--- src/design/ptd_pkg.sv ---
// Shared types and constants of the periodic task dispatcher.
// No dependencies; every other design file imports this package.
package ptd_pkg;

  // Table geometry
  localparam int TASK_SLOTS = 8;
  localparam int IDX_W      = (TASK_SLOTS > 1) ? $clog2(TASK_SLOTS) : 1;
  localparam int CNT_W      = $clog2(TASK_SLOTS + 1);

  // Fixed field widths
  localparam int FUNC_W   = 2;
  localparam int TICK_W   = 32;
  localparam int TASK_W   = 3;
  localparam int STATUS_W = 2;
  localparam int TOTAL_W  = 4;

  // Request function codes
  typedef enum logic [FUNC_W-1:0] {
    FUNC_REGISTER = 2'd0,
    FUNC_START    = 2'd1,
    FUNC_DISPATCH = 2'd2,
    FUNC_REPORT   = 2'd3
  } ptd_func_e;

  // Result status codes
  typedef enum logic [STATUS_W-1:0] {
    STATUS_OK       = 2'd0,
    STATUS_FULL     = 2'd1,
    STATUS_BAD_TASK = 2'd2
  } ptd_status_e;

  // Datapath operations issued by the controller
  typedef enum logic [2:0] {
    OP_NONE,
    OP_LATCH,
    OP_REGISTER,
    OP_START,
    OP_REPORT,
    OP_SCAN,
    OP_EMIT_DUE,
    OP_EMIT_IDLE
  } ptd_op_e;

  // Controller states
  typedef enum logic [1:0] {
    S_IDLE,
    S_SINGLE,
    S_SCAN,
    S_EMIT
  } ptd_state_e;

  typedef struct packed {
    ptd_op_e op;
  } ptd_cmd_t;

  typedef struct packed {
    logic [FUNC_W-1:0] func;
    logic              running;
    logic              scan_done;
    logic              mask_empty;
    logic              mask_one;
    logic              out_free;
  } ptd_stat_t;

endpackage

--- src/design/ptd_req_if.sv ---
// Request channel of the dispatcher: valid/ready plus the request fields.
// Depends on ptd_pkg for field widths.
interface ptd_req_if;
  import ptd_pkg::*;

  logic              valid;
  logic              ready;
  logic [FUNC_W-1:0] func;
  logic [TICK_W-1:0] period_ticks;
  logic [TICK_W-1:0] now_tick;
  logic [TASK_W-1:0] report_task;
  logic [TICK_W-1:0] exec_ticks;

  modport source (
    output valid, func, period_ticks, now_tick, report_task, exec_ticks,
    input  ready
  );
  modport sink (
    input  valid, func, period_ticks, now_tick, report_task, exec_ticks,
    output ready
  );
endinterface

--- src/design/ptd_rsp_if.sv ---
// Result channel of the dispatcher: valid/ready plus the result fields.
// Depends on ptd_pkg for field widths.
interface ptd_rsp_if;
  import ptd_pkg::*;

  logic                valid;
  logic                ready;
  logic [STATUS_W-1:0] status;
  logic                due_valid;
  logic [TASK_W-1:0]   due_task;
  logic                last_of_run;
  logic [TOTAL_W-1:0]  task_total;
  logic                any_overrun;
  logic [TICK_W-1:0]   task_overruns;
  logic [TICK_W-1:0]   task_max_exec;

  modport source (
    output valid, status, due_valid, due_task, last_of_run, task_total,
           any_overrun, task_overruns, task_max_exec,
    input  ready
  );
  modport sink (
    input  valid, status, due_valid, due_task, last_of_run, task_total,
           any_overrun, task_overruns, task_max_exec,
    output ready
  );
endinterface

--- src/design/ptd_ctrl.sv ---
// Controller state machine of the dispatcher: sequences one request at a time.
// Depends on ptd_pkg; drives ptd_dp through the command struct.
module ptd_ctrl (
  input  logic                      clk_i,
  input  logic                      rst_ni,
  input  logic                      in_valid_i,
  input  logic [ptd_pkg::FUNC_W-1:0] in_func_i,
  output logic                      in_ready_o,
  input  ptd_pkg::ptd_stat_t        stat_i,
  output ptd_pkg::ptd_cmd_t         cmd_o
);
  import ptd_pkg::*;

  ptd_state_e state_q, state_d;

  // State register
  always_ff @(posedge clk_i or negedge rst_ni) begin
    if (!rst_ni) begin
      state_q <= S_IDLE;
    end else begin
      state_q <= state_d;
    end
  end

  // Next state and commands
  always_comb begin
    state_d    = state_q;
    cmd_o.op   = OP_NONE;
    in_ready_o = 1'b0;
    case (state_q)
      S_IDLE: begin
        in_ready_o = 1'b1;
        if (in_valid_i) begin
          cmd_o.op = OP_LATCH;
          case (in_func_i)
            FUNC_DISPATCH: state_d = stat_i.running ? S_SCAN : S_EMIT;
            default:       state_d = S_SINGLE;
          endcase
        end
      end
      S_SINGLE: begin
        if (stat_i.out_free) begin
          case (stat_i.func)
            FUNC_REGISTER: cmd_o.op = OP_REGISTER;
            FUNC_START:    cmd_o.op = OP_START;
            default:       cmd_o.op = OP_REPORT;
          endcase
          state_d = S_IDLE;
        end
      end
      S_SCAN: begin
        // one table entry per cycle
        if (stat_i.scan_done) begin
          state_d = S_EMIT;
        end else begin
          cmd_o.op = OP_SCAN;
        end
      end
      S_EMIT: begin
        if (stat_i.out_free) begin
          if (stat_i.mask_empty) begin
            cmd_o.op = OP_EMIT_IDLE;
            state_d  = S_IDLE;
          end else begin
            cmd_o.op = OP_EMIT_DUE;
            if (stat_i.mask_one) begin
              state_d = S_IDLE;
            end
          end
        end
      end
      default: state_d = S_IDLE;
    endcase
  end

  // A result is loaded only into a free output register
  a_load_when_free: assert property (@(posedge clk_i) disable iff (!rst_ni)
    (cmd_o.op == OP_REGISTER || cmd_o.op == OP_START || cmd_o.op == OP_REPORT ||
     cmd_o.op == OP_EMIT_DUE || cmd_o.op == OP_EMIT_IDLE) |-> stat_i.out_free)
    else $error("result loaded while output register busy");

  // A due result needs a pending due task
  a_due_has_mask: assert property (@(posedge clk_i) disable iff (!rst_ni)
    (cmd_o.op == OP_EMIT_DUE) |-> !stat_i.mask_empty)
    else $error("due result with empty due mask");

  // Idle is left only on an accepted request
  a_idle_holds: assert property (@(posedge clk_i) disable iff (!rst_ni)
    (state_q == S_IDLE && !in_valid_i) |=> (state_q == S_IDLE))
    else $error("left idle without a request");

endmodule

--- src/design/ptd_dp.sv ---
// Datapath of the dispatcher: task tables, counters, due mask, result register.
// Depends on ptd_pkg; controlled by ptd_ctrl through the command struct.
module ptd_dp (
  input  logic                         clk_i,
  input  logic                         rst_ni,
  input  ptd_pkg::ptd_cmd_t            cmd_i,
  output ptd_pkg::ptd_stat_t           stat_o,
  input  logic [ptd_pkg::FUNC_W-1:0]   in_func_i,
  input  logic [ptd_pkg::TICK_W-1:0]   in_period_ticks_i,
  input  logic [ptd_pkg::TICK_W-1:0]   in_now_tick_i,
  input  logic [ptd_pkg::TASK_W-1:0]   in_report_task_i,
  input  logic [ptd_pkg::TICK_W-1:0]   in_exec_ticks_i,
  input  logic                         out_ready_i,
  output logic                         out_valid_o,
  output logic [ptd_pkg::STATUS_W-1:0] out_status_o,
  output logic                         out_due_valid_o,
  output logic [ptd_pkg::TASK_W-1:0]   out_due_task_o,
  output logic                         out_last_of_run_o,
  output logic [ptd_pkg::TOTAL_W-1:0]  out_task_total_o,
  output logic                         out_any_overrun_o,
  output logic [ptd_pkg::TICK_W-1:0]   out_task_overruns_o,
  output logic [ptd_pkg::TICK_W-1:0]   out_task_max_exec_o
);
  import ptd_pkg::*;

  localparam int RCMP_W = TASK_W + CNT_W;

  // Latched request
  logic [FUNC_W-1:0] func_q;
  logic [TICK_W-1:0] period_q, now_q, exec_q;
  logic [TASK_W-1:0] rtask_q;

  // Task tables
  logic [TICK_W-1:0] period_mem  [TASK_SLOTS];
  logic [TICK_W-1:0] lastrun_mem [TASK_SLOTS];
  logic [TICK_W-1:0] ovr_mem     [TASK_SLOTS];
  logic [TICK_W-1:0] maxex_mem   [TASK_SLOTS];

  // Control state
  logic [CNT_W-1:0]      count_q, count_d;
  logic                  running_q, running_d;
  logic [TASK_SLOTS-1:0] ovr_nz_q, ovr_nz_d;
  logic [CNT_W-1:0]      idx_q, idx_d;
  logic [TASK_SLOTS-1:0] mask_q, mask_d;
  logic                  out_valid_q;

  // Result payload
  logic [STATUS_W-1:0] out_status_q;
  logic                out_due_valid_q, out_last_q, out_any_q;
  logic [TASK_W-1:0]   out_task_q;
  logic [TOTAL_W-1:0]  out_total_q;
  logic [TICK_W-1:0]   out_ovr_q, out_max_q;

  // Combinational helpers
  logic [TASK_SLOTS-1:0] reg_mask;
  logic                  full, rpt_ok, due, over, mask_one;
  logic [IDX_W-1:0]      cnt_idx, scan_idx, rpt_idx, rd_idx, sel;
  logic [TICK_W-1:0]     rd_period, rd_lastrun, rd_ovr, rd_max;
  logic [TICK_W-1:0]     ovr_new, max_new;

  // Table write controls
  logic                  per_we, om_we;
  logic [IDX_W-1:0]      wa;
  logic [TICK_W-1:0]     ovr_wd, max_wd;
  logic [TASK_SLOTS-1:0] lr_we;
  logic [TICK_W-1:0]     lr_wd;

  // Result load
  logic                load;
  ptd_status_e         ld_status;
  logic                ld_due_valid, ld_last;
  logic [IDX_W-1:0]    ld_task;
  logic [TICK_W-1:0]   ld_ovr, ld_max;

  // Registered-slot mask and indexes
  always_comb begin
    for (int i = 0; i < TASK_SLOTS; i++) begin
      reg_mask[i] = (CNT_W'(i) < count_q);
    end
  end

  assign full     = (count_q >= CNT_W'(TASK_SLOTS));
  assign cnt_idx  = count_q[IDX_W-1:0];
  assign scan_idx = idx_q[IDX_W-1:0];
  assign rpt_idx  = IDX_W'(rtask_q);
  assign rpt_ok   = (RCMP_W'(rtask_q) < RCMP_W'(count_q));
  assign rd_idx   = (cmd_i.op == OP_REPORT) ? rpt_idx : scan_idx;

  // Table reads at one address
  assign rd_period  = period_mem[rd_idx];
  assign rd_lastrun = lastrun_mem[rd_idx];
  assign rd_ovr     = ovr_mem[rd_idx];
  assign rd_max     = maxex_mem[rd_idx];

  // Due test with wrapping tick difference
  assign due = ((now_q - rd_lastrun) >= rd_period);

  // Completion update: saturating overrun count and running maximum
  assign over    = (exec_q > rd_period);
  assign ovr_new = (over && (rd_ovr != '1)) ? rd_ovr + 1'b1 : rd_ovr;
  assign max_new = (exec_q > rd_max) ? exec_q : rd_max;

  // Lowest pending due task
  always_comb begin
    sel = '0;
    for (int i = TASK_SLOTS - 1; i >= 0; i--) begin
      if (mask_q[i]) begin
        sel = IDX_W'(i);
      end
    end
  end

  assign mask_one = (mask_q != '0) && ((mask_q & (mask_q - 1'b1)) == '0);

  // Operation decode
  always_comb begin
    count_d      = count_q;
    running_d    = running_q;
    ovr_nz_d     = ovr_nz_q;
    idx_d        = idx_q;
    mask_d       = mask_q;
    per_we       = 1'b0;
    om_we        = 1'b0;
    wa           = cnt_idx;
    ovr_wd       = '0;
    max_wd       = '0;
    lr_we        = '0;
    lr_wd        = now_q;
    load         = 1'b0;
    ld_status    = STATUS_OK;
    ld_due_valid = 1'b0;
    ld_task      = '0;
    ld_last      = 1'b1;
    ld_ovr       = '0;
    ld_max       = '0;
    case (cmd_i.op)
      OP_LATCH: begin
        idx_d  = '0;
        mask_d = '0;
      end
      OP_REGISTER: begin
        load = 1'b1;
        if (full) begin
          ld_status = STATUS_FULL;
        end else begin
          per_we            = 1'b1;
          om_we             = 1'b1;
          lr_we[cnt_idx]    = 1'b1;
          lr_wd             = '0;
          ovr_nz_d[cnt_idx] = 1'b0;
          count_d           = count_q + 1'b1;
        end
      end
      OP_START: begin
        load      = 1'b1;
        lr_we     = reg_mask;
        running_d = 1'b1;
      end
      OP_REPORT: begin
        load = 1'b1;
        if (rpt_ok) begin
          om_we             = 1'b1;
          wa                = rpt_idx;
          ovr_wd            = ovr_new;
          max_wd            = max_new;
          ovr_nz_d[rpt_idx] = (ovr_new != '0);
          ld_ovr            = ovr_new;
          ld_max            = max_new;
        end else begin
          ld_status = STATUS_BAD_TASK;
        end
      end
      OP_SCAN: begin
        idx_d = idx_q + 1'b1;
        if (due) begin
          mask_d[scan_idx] = 1'b1;
          lr_we[scan_idx]  = 1'b1;
        end
      end
      OP_EMIT_DUE: begin
        load         = 1'b1;
        ld_due_valid = 1'b1;
        ld_task      = sel;
        ld_last      = mask_one;
        mask_d[sel]  = 1'b0;
      end
      OP_EMIT_IDLE: begin
        load = 1'b1;
      end
      default: ;
    endcase
  end

  // Task tables (contents defined once a task registers)
  always_ff @(posedge clk_i) begin
    if (per_we) begin
      period_mem[wa] <= period_q;
    end
    if (om_we) begin
      ovr_mem[wa]   <= ovr_wd;
      maxex_mem[wa] <= max_wd;
    end
    for (int i = 0; i < TASK_SLOTS; i++) begin
      if (lr_we[i]) begin
        lastrun_mem[i] <= lr_wd;
      end
    end
  end

  // Request latch
  always_ff @(posedge clk_i) begin
    if (cmd_i.op == OP_LATCH) begin
      func_q   <= in_func_i;
      period_q <= in_period_ticks_i;
      now_q    <= in_now_tick_i;
      rtask_q  <= in_report_task_i;
      exec_q   <= in_exec_ticks_i;
    end
  end

  // Control registers
  always_ff @(posedge clk_i or negedge rst_ni) begin
    if (!rst_ni) begin
      count_q     <= '0;
      running_q   <= 1'b0;
      ovr_nz_q    <= '0;
      idx_q       <= '0;
      mask_q      <= '0;
      out_valid_q <= 1'b0;
    end else begin
      count_q   <= count_d;
      running_q <= running_d;
      ovr_nz_q  <= ovr_nz_d;
      idx_q     <= idx_d;
      mask_q    <= mask_d;
      if (load) begin
        out_valid_q <= 1'b1;
      end else if (out_ready_i) begin
        out_valid_q <= 1'b0;
      end
    end
  end

  // Result register payload
  always_ff @(posedge clk_i) begin
    if (load) begin
      out_status_q    <= ld_status;
      out_due_valid_q <= ld_due_valid;
      out_task_q      <= TASK_W'(ld_task);
      out_last_q      <= ld_last;
      out_total_q     <= TOTAL_W'(count_d);
      out_any_q       <= |ovr_nz_d;
      out_ovr_q       <= ld_ovr;
      out_max_q       <= ld_max;
    end
  end

  assign out_valid_o         = out_valid_q;
  assign out_status_o        = out_status_q;
  assign out_due_valid_o     = out_due_valid_q;
  assign out_due_task_o      = out_task_q;
  assign out_last_of_run_o   = out_last_q;
  assign out_task_total_o    = out_total_q;
  assign out_any_overrun_o   = out_any_q;
  assign out_task_overruns_o = out_ovr_q;
  assign out_task_max_exec_o = out_max_q;

  // Status to the controller
  assign stat_o.func       = func_q;
  assign stat_o.running    = running_q;
  assign stat_o.scan_done  = (idx_q >= count_q);
  assign stat_o.mask_empty = (mask_q == '0);
  assign stat_o.mask_one   = mask_one;
  assign stat_o.out_free   = !out_valid_q || out_ready_i;

  // Task count stays within the table
  a_count_range: assert property (@(posedge clk_i) disable iff (!rst_ni)
    count_q <= CNT_W'(TASK_SLOTS))
    else $error("task count beyond table size");

  // Overrun flags only on registered slots
  a_flags_registered: assert property (@(posedge clk_i) disable iff (!rst_ni)
    (ovr_nz_q & ~reg_mask) == '0)
    else $error("overrun flag on unregistered slot");

  // Due results only once dispatch is enabled
  a_due_running: assert property (@(posedge clk_i) disable iff (!rst_ni)
    (out_valid_q && out_due_valid_q) |-> running_q)
    else $error("due result while not running");

endmodule

--- src/design/periodic_task_dispatcher.sv ---
// Top level of the periodic task dispatcher: controller plus datapath.
// Depends on ptd_pkg, ptd_req_if, ptd_rsp_if, ptd_ctrl and ptd_dp.
//
// Usage: requests arrive on req_i (valid/ready). func selects register task,
// start, dispatch tick or completion report. Results leave on rsp_o through
// a single output register; a request is taken whenever the controller is
// idle, even while the previous result still waits to be taken.
// Register, start and report requests give one result each, loaded once the
// output register is free. Once started, a dispatch request scans the table
// one entry per cycle and then emits one result per due task, one per cycle
// while rsp_o is not stalled, the final one flagged with last_of_run; with no
// due task, or before start, it gives one result without a due task. The
// next request is accepted the cycle after the last result is loaded. The
// scan loop over the table sets the dispatch time; the output register the rest.
// Reset clears the task count, the run flag and the overrun flags; table
// contents are written when a task registers. When rsp_o is stalled the
// output register holds its result and the block waits before loading the
// next one; nothing is dropped.
module periodic_task_dispatcher (
  input logic      clk_i,
  input logic      rst_ni,
  ptd_req_if.sink  req_i,
  ptd_rsp_if.source rsp_o
);
  import ptd_pkg::*;

  ptd_cmd_t  cmd;
  ptd_stat_t stat;
  logic      in_ready;

  assign req_i.ready = in_ready;

  ptd_ctrl u_ctrl (
    .clk_i      (clk_i),
    .rst_ni     (rst_ni),
    .in_valid_i (req_i.valid),
    .in_func_i  (req_i.func),
    .in_ready_o (in_ready),
    .stat_i     (stat),
    .cmd_o      (cmd)
  );

  ptd_dp u_dp (
    .clk_i               (clk_i),
    .rst_ni              (rst_ni),
    .cmd_i               (cmd),
    .stat_o              (stat),
    .in_func_i           (req_i.func),
    .in_period_ticks_i   (req_i.period_ticks),
    .in_now_tick_i       (req_i.now_tick),
    .in_report_task_i    (req_i.report_task),
    .in_exec_ticks_i     (req_i.exec_ticks),
    .out_ready_i         (rsp_o.ready),
    .out_valid_o         (rsp_o.valid),
    .out_status_o        (rsp_o.status),
    .out_due_valid_o     (rsp_o.due_valid),
    .out_due_task_o      (rsp_o.due_task),
    .out_last_of_run_o   (rsp_o.last_of_run),
    .out_task_total_o    (rsp_o.task_total),
    .out_any_overrun_o   (rsp_o.any_overrun),
    .out_task_overruns_o (rsp_o.task_overruns),
    .out_task_max_exec_o (rsp_o.task_max_exec)
  );

endmodule
--- src/flat_wrapper.sv ---
// flat-port wrapper written by rule: the top's interface ports become plain ports
module periodic_task_dispatcher_flat import ptd_pkg::*;
  (clk_i, rst_ni, req_i_valid, req_i_func, req_i_period_ticks, req_i_now_tick, req_i_report_task, req_i_exec_ticks, req_i_ready, rsp_o_valid, rsp_o_status, rsp_o_due_valid, rsp_o_due_task, rsp_o_last_of_run, rsp_o_task_total, rsp_o_any_overrun, rsp_o_task_overruns, rsp_o_task_max_exec, rsp_o_ready);
  ptd_req_if req_i_i ();
  ptd_rsp_if rsp_o_i ();
  input logic clk_i;
  input logic rst_ni;
  input wire logic [$bits(req_i_i.valid)-1:0] req_i_valid;
  input wire logic [$bits(req_i_i.func)-1:0] req_i_func;
  input wire logic [$bits(req_i_i.period_ticks)-1:0] req_i_period_ticks;
  input wire logic [$bits(req_i_i.now_tick)-1:0] req_i_now_tick;
  input wire logic [$bits(req_i_i.report_task)-1:0] req_i_report_task;
  input wire logic [$bits(req_i_i.exec_ticks)-1:0] req_i_exec_ticks;
  output wire logic [$bits(req_i_i.ready)-1:0] req_i_ready;
  output wire logic [$bits(rsp_o_i.valid)-1:0] rsp_o_valid;
  output wire logic [$bits(rsp_o_i.status)-1:0] rsp_o_status;
  output wire logic [$bits(rsp_o_i.due_valid)-1:0] rsp_o_due_valid;
  output wire logic [$bits(rsp_o_i.due_task)-1:0] rsp_o_due_task;
  output wire logic [$bits(rsp_o_i.last_of_run)-1:0] rsp_o_last_of_run;
  output wire logic [$bits(rsp_o_i.task_total)-1:0] rsp_o_task_total;
  output wire logic [$bits(rsp_o_i.any_overrun)-1:0] rsp_o_any_overrun;
  output wire logic [$bits(rsp_o_i.task_overruns)-1:0] rsp_o_task_overruns;
  output wire logic [$bits(rsp_o_i.task_max_exec)-1:0] rsp_o_task_max_exec;
  input wire logic [$bits(rsp_o_i.ready)-1:0] rsp_o_ready;
  assign req_i_i.valid = req_i_valid;
  assign req_i_i.func = req_i_func;
  assign req_i_i.period_ticks = req_i_period_ticks;
  assign req_i_i.now_tick = req_i_now_tick;
  assign req_i_i.report_task = req_i_report_task;
  assign req_i_i.exec_ticks = req_i_exec_ticks;
  assign req_i_ready = req_i_i.ready;
  assign rsp_o_valid = rsp_o_i.valid;
  assign rsp_o_status = rsp_o_i.status;
  assign rsp_o_due_valid = rsp_o_i.due_valid;
  assign rsp_o_due_task = rsp_o_i.due_task;
  assign rsp_o_last_of_run = rsp_o_i.last_of_run;
  assign rsp_o_task_total = rsp_o_i.task_total;
  assign rsp_o_any_overrun = rsp_o_i.any_overrun;
  assign rsp_o_task_overruns = rsp_o_i.task_overruns;
  assign rsp_o_task_max_exec = rsp_o_i.task_max_exec;
  assign rsp_o_i.ready = rsp_o_ready;
  periodic_task_dispatcher u_core (.clk_i(clk_i), .rst_ni(rst_ni), .req_i(req_i_i), .rsp_o(rsp_o_i));
endmodule
--- config.mk ---
export PLATFORM = sky130hd
export DESIGN_NAME = periodic_task_dispatcher_flat
export DESIGN_NICKNAME = d
export VERILOG_FILES = /design/src/design/ptd_pkg.sv /design/src/design/ptd_req_if.sv /design/src/design/ptd_rsp_if.sv /design/src/design/ptd_ctrl.sv /design/src/design/ptd_dp.sv /design/src/design/periodic_task_dispatcher.sv /design/src/flat_wrapper.sv
export SDC_FILE = /design/constraint.sdc
export NUM_CORES = 1
export LEC_CHECK = 0
export BUFFER_PORTS_ARGS = -buffer_cell sky130_fd_sc_hd__buf_2
export CORE_MARGIN = 5
export CORE_UTILIZATION = 40
export DETAILED_ROUTE_END_ITERATION = 10
export SLEW_MARGIN = 20
export SYNTH_ARGS = -nofsm -noshare
export SYNTH_HDL_FRONTEND = slang
export SYNTH_SLANG_ARGS = --single-unit
--- constraint.sdc ---
create_clock -name clk_i -period 15.1 [get_ports clk_i]
set_input_delay 3.02 -clock clk_i [delete_from_list [all_inputs] [get_ports clk_i]]
set_output_delay 3.02 -clock clk_i [all_outputs]
set_load 0.02 [all_outputs]
Word level (Yosys, flattened, before mapping):

Memories as Yosys holds them, arrays and structs flattened.
Cells that the tools add are included.

* add/subtract/negate cells: 5
* magnitude comparators: 22
* equal/unequal tests: 19
* muxes and demuxes: 87
* bitwise gates (word level): 6
* reductions and logical operators: 21

Operators with widths (count)
* 32-bit two-way mux: 8
* 32-bit greater-than comparator: 2
* 8-bit one-hot mux with 3 select lines: 2
* 3-bit two-way mux: 14
* 8-bit two-way mux: 5
* 1-bit two-way mux: 36
* 32-bit by 1-bit adder with 32-bit output, second input constant: 1
* 32-bit >= comparator: 1
* 32-bit != test, second input constant: 1
* 32-bit nonzero test: 1
* 32-bit subtractor: 1
* 8-bit bitwise AND: 3
* 8-bit zero test: 2
* 3-bit by 4-bit < comparator with 1-bit output, first input constant: 4
* 3-bit by 4-bit < comparator with 1-bit output, second input constant: 4
* 2-bit two-way mux: 8
* 8-bit inverter: 2
* 8-bit one-hot mux with 2 select lines: 1
* 1-bit demux with 3-bit select: 4
* 3-bit == test, second input constant: 4
* 3-bit by 1-bit >= comparator with 1-bit output, second input constant: 4
* 3-bit one-hot mux with 4 select lines: 1
* 4-bit by 1-bit adder with 4-bit output, second input constant: 2
* 8-bit bitwise mux: 1
* other kinds (31): 48

* register bits: 205
* RAM bits: 1024
* output and inout bits: 78
* word-level logic and storage cells: 184
* memories kept: 4

Memory list
* u_core.u_dp.lastrun_mem: depth 8, width 32, read ports 1, clocked after Yosys merged registers in 0, wr ports 8, line ptd_dp.sv:35 `logic [TICK_W-1:0] lastrun_mem [TASK_SLOTS];`
* u_core.u_dp.maxex_mem: depth 8, width 32, read ports 1, clocked after Yosys merged registers in 0, wr ports 1, line ptd_dp.sv:37 `logic [TICK_W-1:0] maxex_mem [TASK_SLOTS];`
* u_core.u_dp.ovr_mem: depth 8, width 32, read ports 1, clocked after Yosys merged registers in 0, wr ports 1, line ptd_dp.sv:36 `logic [TICK_W-1:0] ovr_mem [TASK_SLOTS];`
* u_core.u_dp.period_mem: depth 8, width 32, read ports 1, clocked after Yosys merged registers in 0, wr ports 1, line ptd_dp.sv:34 `logic [TICK_W-1:0] period_mem [TASK_SLOTS];`

Longest topological paths before layout:

* depth after elaboration: 15
* depth in mapped cells: 43

Modules after synthesis:

From an unflattened synthesis, not the netlist that was laid out.

* cell total of the unflattened synthesis: 3101
* area, all modules: 53015.8 um2

By module, submodules not included
* ptd_dp: times used 1, cells each 3076, area each 52829.4 um2, sequential area each 36715.2 um2
* ptd_ctrl: times used 1, cells each 25, area each 186.4 um2, sequential area each 50.0 um2

Least setup slack after synthesis:

No wires, ideal clock.

* path kind: input to register
* start point: input port rsp_o_ready
* end point: memory u_core.u_dp.lastrun_mem[0][0] (enable)
* library setup time: 0.466 ns
* arrival time: 12.862 ns
* setup slack: 1.772 ns
* cell stages on the path: 35
* cell sequence: nand2b_1 -> buf_2 -> and3_1 -> nor2_1 -> buf_2 -> buf_2 -> clkbuf_1 -> buf_1 -> clkbuf_1 -> clkbuf_1 -> buf_1 -> clkbuf_1 -> buf_1 -> nand3_1 -> a31oi_1 -> ha_1 -> nor2b_1 -> o21ai_0 -> a21boi_0 -> o21ai_0 -> a211oi_1 -> o31a_1 -> a41oi_1 -> a211oi_1 -> o31a_1 -> a221o_1 -> a21oi_1 -> xnor2_1 -> ha_1 -> nand4_1 -> nor4_1 -> o2111ai_1 -> o31ai_1 -> nand3_1 -> o21ai_0

RTL lines
* from (decl): line flat_wrapper.sv:24 `input wire logic [$bits(rsp_o_i.ready)-1:0] rsp_o_ready;`
* to (decl): line ptd_dp.sv:35

==> impl_summary.md <==
Status
The flow ran to the end, and the final reports show no timing, DRC or antenna violations.

Drt
For this block, the routed nets add up to 148 mm of wire. The number of nets with antenna violations after routing is 0. Dividing the detail-routed via count by the number of cells gives 5.65. The number of remaining DRC errors is 0. The total via count after detailed routing is 35600. The first TritonRoute pass finished after 5 iterations. In the final routed layout, each cell accounts on average for 23.5 um.

The DRC marker count from the first detailed-route iteration is 3375.

Setup path
The endpoint of the worst register-to-register path is u_core.u_dp.lastrun_mem[6][17]. Measured in cells, the most critical reg-to-reg path has a length of 29. The cell with the most instances on the worst path is sky130_fd_sc_hd__nand2_1.

The startpoint of the most critical register-to-register path is u_core.u_ctrl.state_q[1]. The highest-delay cell along the critical path is sky130_fd_sc_hd__o31ai_1. The kind of capture point of the worst setup path is a flip-flop. The worst setup slack for register-to-register paths is 4.52 ns. The maximum fanout encountered on the critical timing path is 98. The nature of the critical path startpoint is an input pin. The required time of the critical path is 15.47 ns.

The largest single stage delay on the critical path is 1.06 ns. By startpoint and endpoint, the worst setup path is classified as in2reg. Data arrives at the worst endpoint at 12.42 ns.

CTS
The number of clock sinks is 1229. The root buffer selected by CTS is sky130_fd_sc_hd__clkbuf_16. In this run the number of H-tree levels came out at 4.

Gates resized during post-CTS repair numbered 0. Buffers added to address setup during post-CTS repair amount to 0. The clock transition at the register clock pins on the worst setup and hold paths after CTS is 0.06 ns. The insertion delay to the later sink of the worst-skew pair is 0.75 ns. No sink is reached through more buffers than the 3 on the longest clock path. The CTS tree is built. The TritonCTS buffer count is 136. The number of hold buffers added after cts is 0.

Timing
The number of pins exceeding their max-slew limit in the final report is 0. Counting I/O delays and the setup requirement, the final critical path takes 12.04 ns. The worst pin sits at a relative slew slack of 15.4%.

After routing, the total negative slack on setup checks comes to 0 ns. The count of final hold-check violations is 0. Based on the critical path, the design can be clocked at up to 83.0 MHz.

The slew at the pin closest to its max-slew limit is 1.26 ns. Setup repair after global routing left no endpoint under its margin. The final setup skew is 0.0314 ns.

The number of endpoints failing setup at the final stage is 0. The worst path uses 79.8% of the clock period.

Logic synthesis
The most frequently used cell type in the post-synthesis netlist is sky130_fd_sc_hd__edfxtp_1. Counting instances in the post-synthesis netlist gives the leading cell types as sky130_fd_sc_hd__edfxtp_1 (1201), sky130_fd_sc_hd__nand2_1 (945), sky130_fd_sc_hd__nand3_1 (473). The number of synthesized flops with an enable pin is 1201. The count of cell types in the netlist is 95.

In the synthesized netlist, the number of instances is 4274. Yosys printed 0 warnings. Counting every net in the synthesized netlist gives 4517. The synthesized cell area is 53800 um2. Of all cell types, the one taking the most synthesized area is sky130_fd_sc_hd__edfxtp_1. The post-synthesis sequential element count is 1229. Sorting the synthesized cells by area gives the leading types as sky130_fd_sc_hd__edfxtp_1 (67%), sky130_fd_sc_hd__nand2_1 (6.6%), sky130_fd_sc_hd__nand3_1 (4.4%).

In this run the biggest area consumer among cell types represents 67.0% of the synthesized area. The average size of a mapped cell is 12.6 um2. The proportion of synthesized chip area in sequential cells is 68.3%. Among all flip-flop cells after synthesis, the most frequent one is sky130_fd_sc_hd__edfxtp_1. Counting flops with an async set or reset pin after synthesis yields a share of 2.28%.

Place
Input and output buffers added on the ports amount to 182. The congestion estimate from routability-driven global placement came to 0.862. The wire-length estimate of the detail-placed layout is 88.7 mm. Once placement completed, the tool counted placed cells totaling 6050.

Global route
The via count of the first global-routing pass is 34100. The initial antenna violation count is 5. The largest net degree at the start of global routing is 145. Global routing used 20.4% of the available tracks.

The total grt overflow is 0. The first global-routing pass estimated 220 mm of wire.

Floorplan
The horizontal die dimension is 377 um. 183 I/O pins were placed. The initialized floorplan defines 134 standard-cell rows.

The initial core utilization is 40.3%. From bottom edge to top edge, the die measures 377 um. The die covers 142000 um2.

The placeable core region is 134000 um2.

Min path
For hold timing, the worst endpoint is u_core.u_dp.running_q. The class of the tightest hold or removal check is reg2reg. The startpoint of the tightest hold check path is u_core.u_dp.running_q. The hold-critical path depth is 1.

Power and ir drop
The standby leakage power is 0.0218 uW. The power density over the cells is 228 nW/um2. The overall power after layout is 13900 uW. The worst-case vdd ir drop is 139 uV.

Final layout
Relative to the synthesized area, the layout overhead comes to 13.5%. The post-route netlist has 11.5% of its cells at a drive strength greater than 1. The non-filler instance count after layout is 6299.

The number of nets in the finished design is 4663.

Job
The tool flagged a number of max-cap violations equal to 0.
-- how the worst max path moves through the flow --
stage / cells past startpoint / end / slack (ns) / startpoint
4_1_cts: 32 / u_core.u_dp.lastrun_mem[6][17] / 3.31 / rsp_o_ready
3_5_place_dp: 32 / u_core.u_dp.lastrun_mem[6][2] / 2.56 / rsp_o_ready
6_report: 32 / u_core.u_dp.lastrun_mem[6][17] / 3.06 / rsp_o_ready
3_3_place_gp: 32 / u_core.u_dp.lastrun_mem[6][3] / 2.76 / rsp_o_ready
5_1_grt: 32 / u_core.u_dp.lastrun_mem[4][16] / 2.51 / rsp_o_ready
2_1_floorplan: 35 / u_core.u_dp.lastrun_mem[0][0] / 1.77 / rsp_o_ready
-- through the flow --
step	util [%]	cell area [um2]	hold WS [ns]	setup slack (ns)
2_1_floorplan	-	53800	0.435	1.77
3_3_place_gp	42.5	56800	0.453	2.76
3_5_place_dp	42.5	56900	0.458	2.56
4_1_cts	45.7	61100	0.473	3.31
5_1_grt	45.7	61100	0.515	2.51
6_report	45.7	61100	0.480	3.06
-- worst max-delay path: cells and delay by family --
kind / cells / cell delay [ns]
AO/OA/AOI/OAI: 14 / 4.60
XOR/XNOR: 1 / 0.12
adder cells (fa/ha/maj): 3 / 0.93
buffers and inverters: 4 / 1.09
AND/OR/NAND/NOR: 10 / 2.54
-- layout make-up --
| class | count | area, um2 |
|---|---|---|
| Inverter | 42 | 164 |
| Clock buffer | 184 | 3710 |
| Antenna cell | 1 | 2.50 |
| Fill cell | 11800 | 72500 |
| Timing Repair Buffer | 258 | 1560 |
| Multi-Input combinational cell | 2753 | 16200 |
| Tap cell | 1768 | 2210 |
| Clock inverter | 64 | 503 |
| Sequential cell | 1229 | 36800 |
-- state kept, by name, indices dropped and copies added, names as in the netlist, 3 cells and up --
register,cells
u_core.u_dp.ovr_nz_q,8
u_core.u_dp.period_mem,256
u_core.u_dp.out_task_max_exec_o,32
u_core.u_dp.mask_q,8
u_core.u_dp.out_task_overruns_o,32
u_core.u_dp.ovr_mem,256
u_core.u_dp.now_q,32
u_core.u_dp.idx_q,4
u_core.u_dp.lastrun_mem,256
u_core.u_dp.exec_q,32
u_core.u_dp.out_task_total_o,4
u_core.u_dp.maxex_mem,256
u_core.u_dp.rpt_idx,3
u_core.u_dp.period_q,32
u_core.u_dp.out_due_task_o,3
u_core.u_dp.count_q,4
-- cell usage in the layout, fill, tap and decap left out, drive strengths merged, types with 22 or more instances in the layout --
cell    instances
mux2i          57
dfrtp          28
nor4           30
a21o           33
ha            137
nand3         473
nand2b         35
buf           258
xnor2          39
a31oi         111
nor3           39
clkinv         52
o21ai          54
nor2          138
nor2b          50
a211oi         52
nand4          41
nand2         947
clkbuf        184
inv            46
a32oi          22
edfxtp       1201
and3          149
a21oi          71
-- per-layer routing --
layer | vias up | routed length, um | track usage [%]
li1 | 16300 | - | -
met3 | 175 | 11400 | 4.23
met5 | - | 0 | 0
met2 | 1315 | 68400 | 32.2
met1 | 17800 | 65600 | 29.2
met4 | 0 | 2790 | 4.81
-- power by group --
group	switching, uW	internal [uW]	leakage, uW
combinational	4160	2040	0.00832
clock	1330	1820	0.00205
sequential	198	4380	0.0114
total	5690	8240	0.0218
-- kinds of logic after synthesis --
logic type / share of synthesized area, %
muxes: 1.46
AOI/OAI and AO/OA: 7.15
and+or+nand+nor: 16.7
buffers and inverters: 2.24
xor gates and xnor gates: 0.911
DFF: 68.3
adders and majority gates: 3.24
Power figures use the tool's default switching activity.
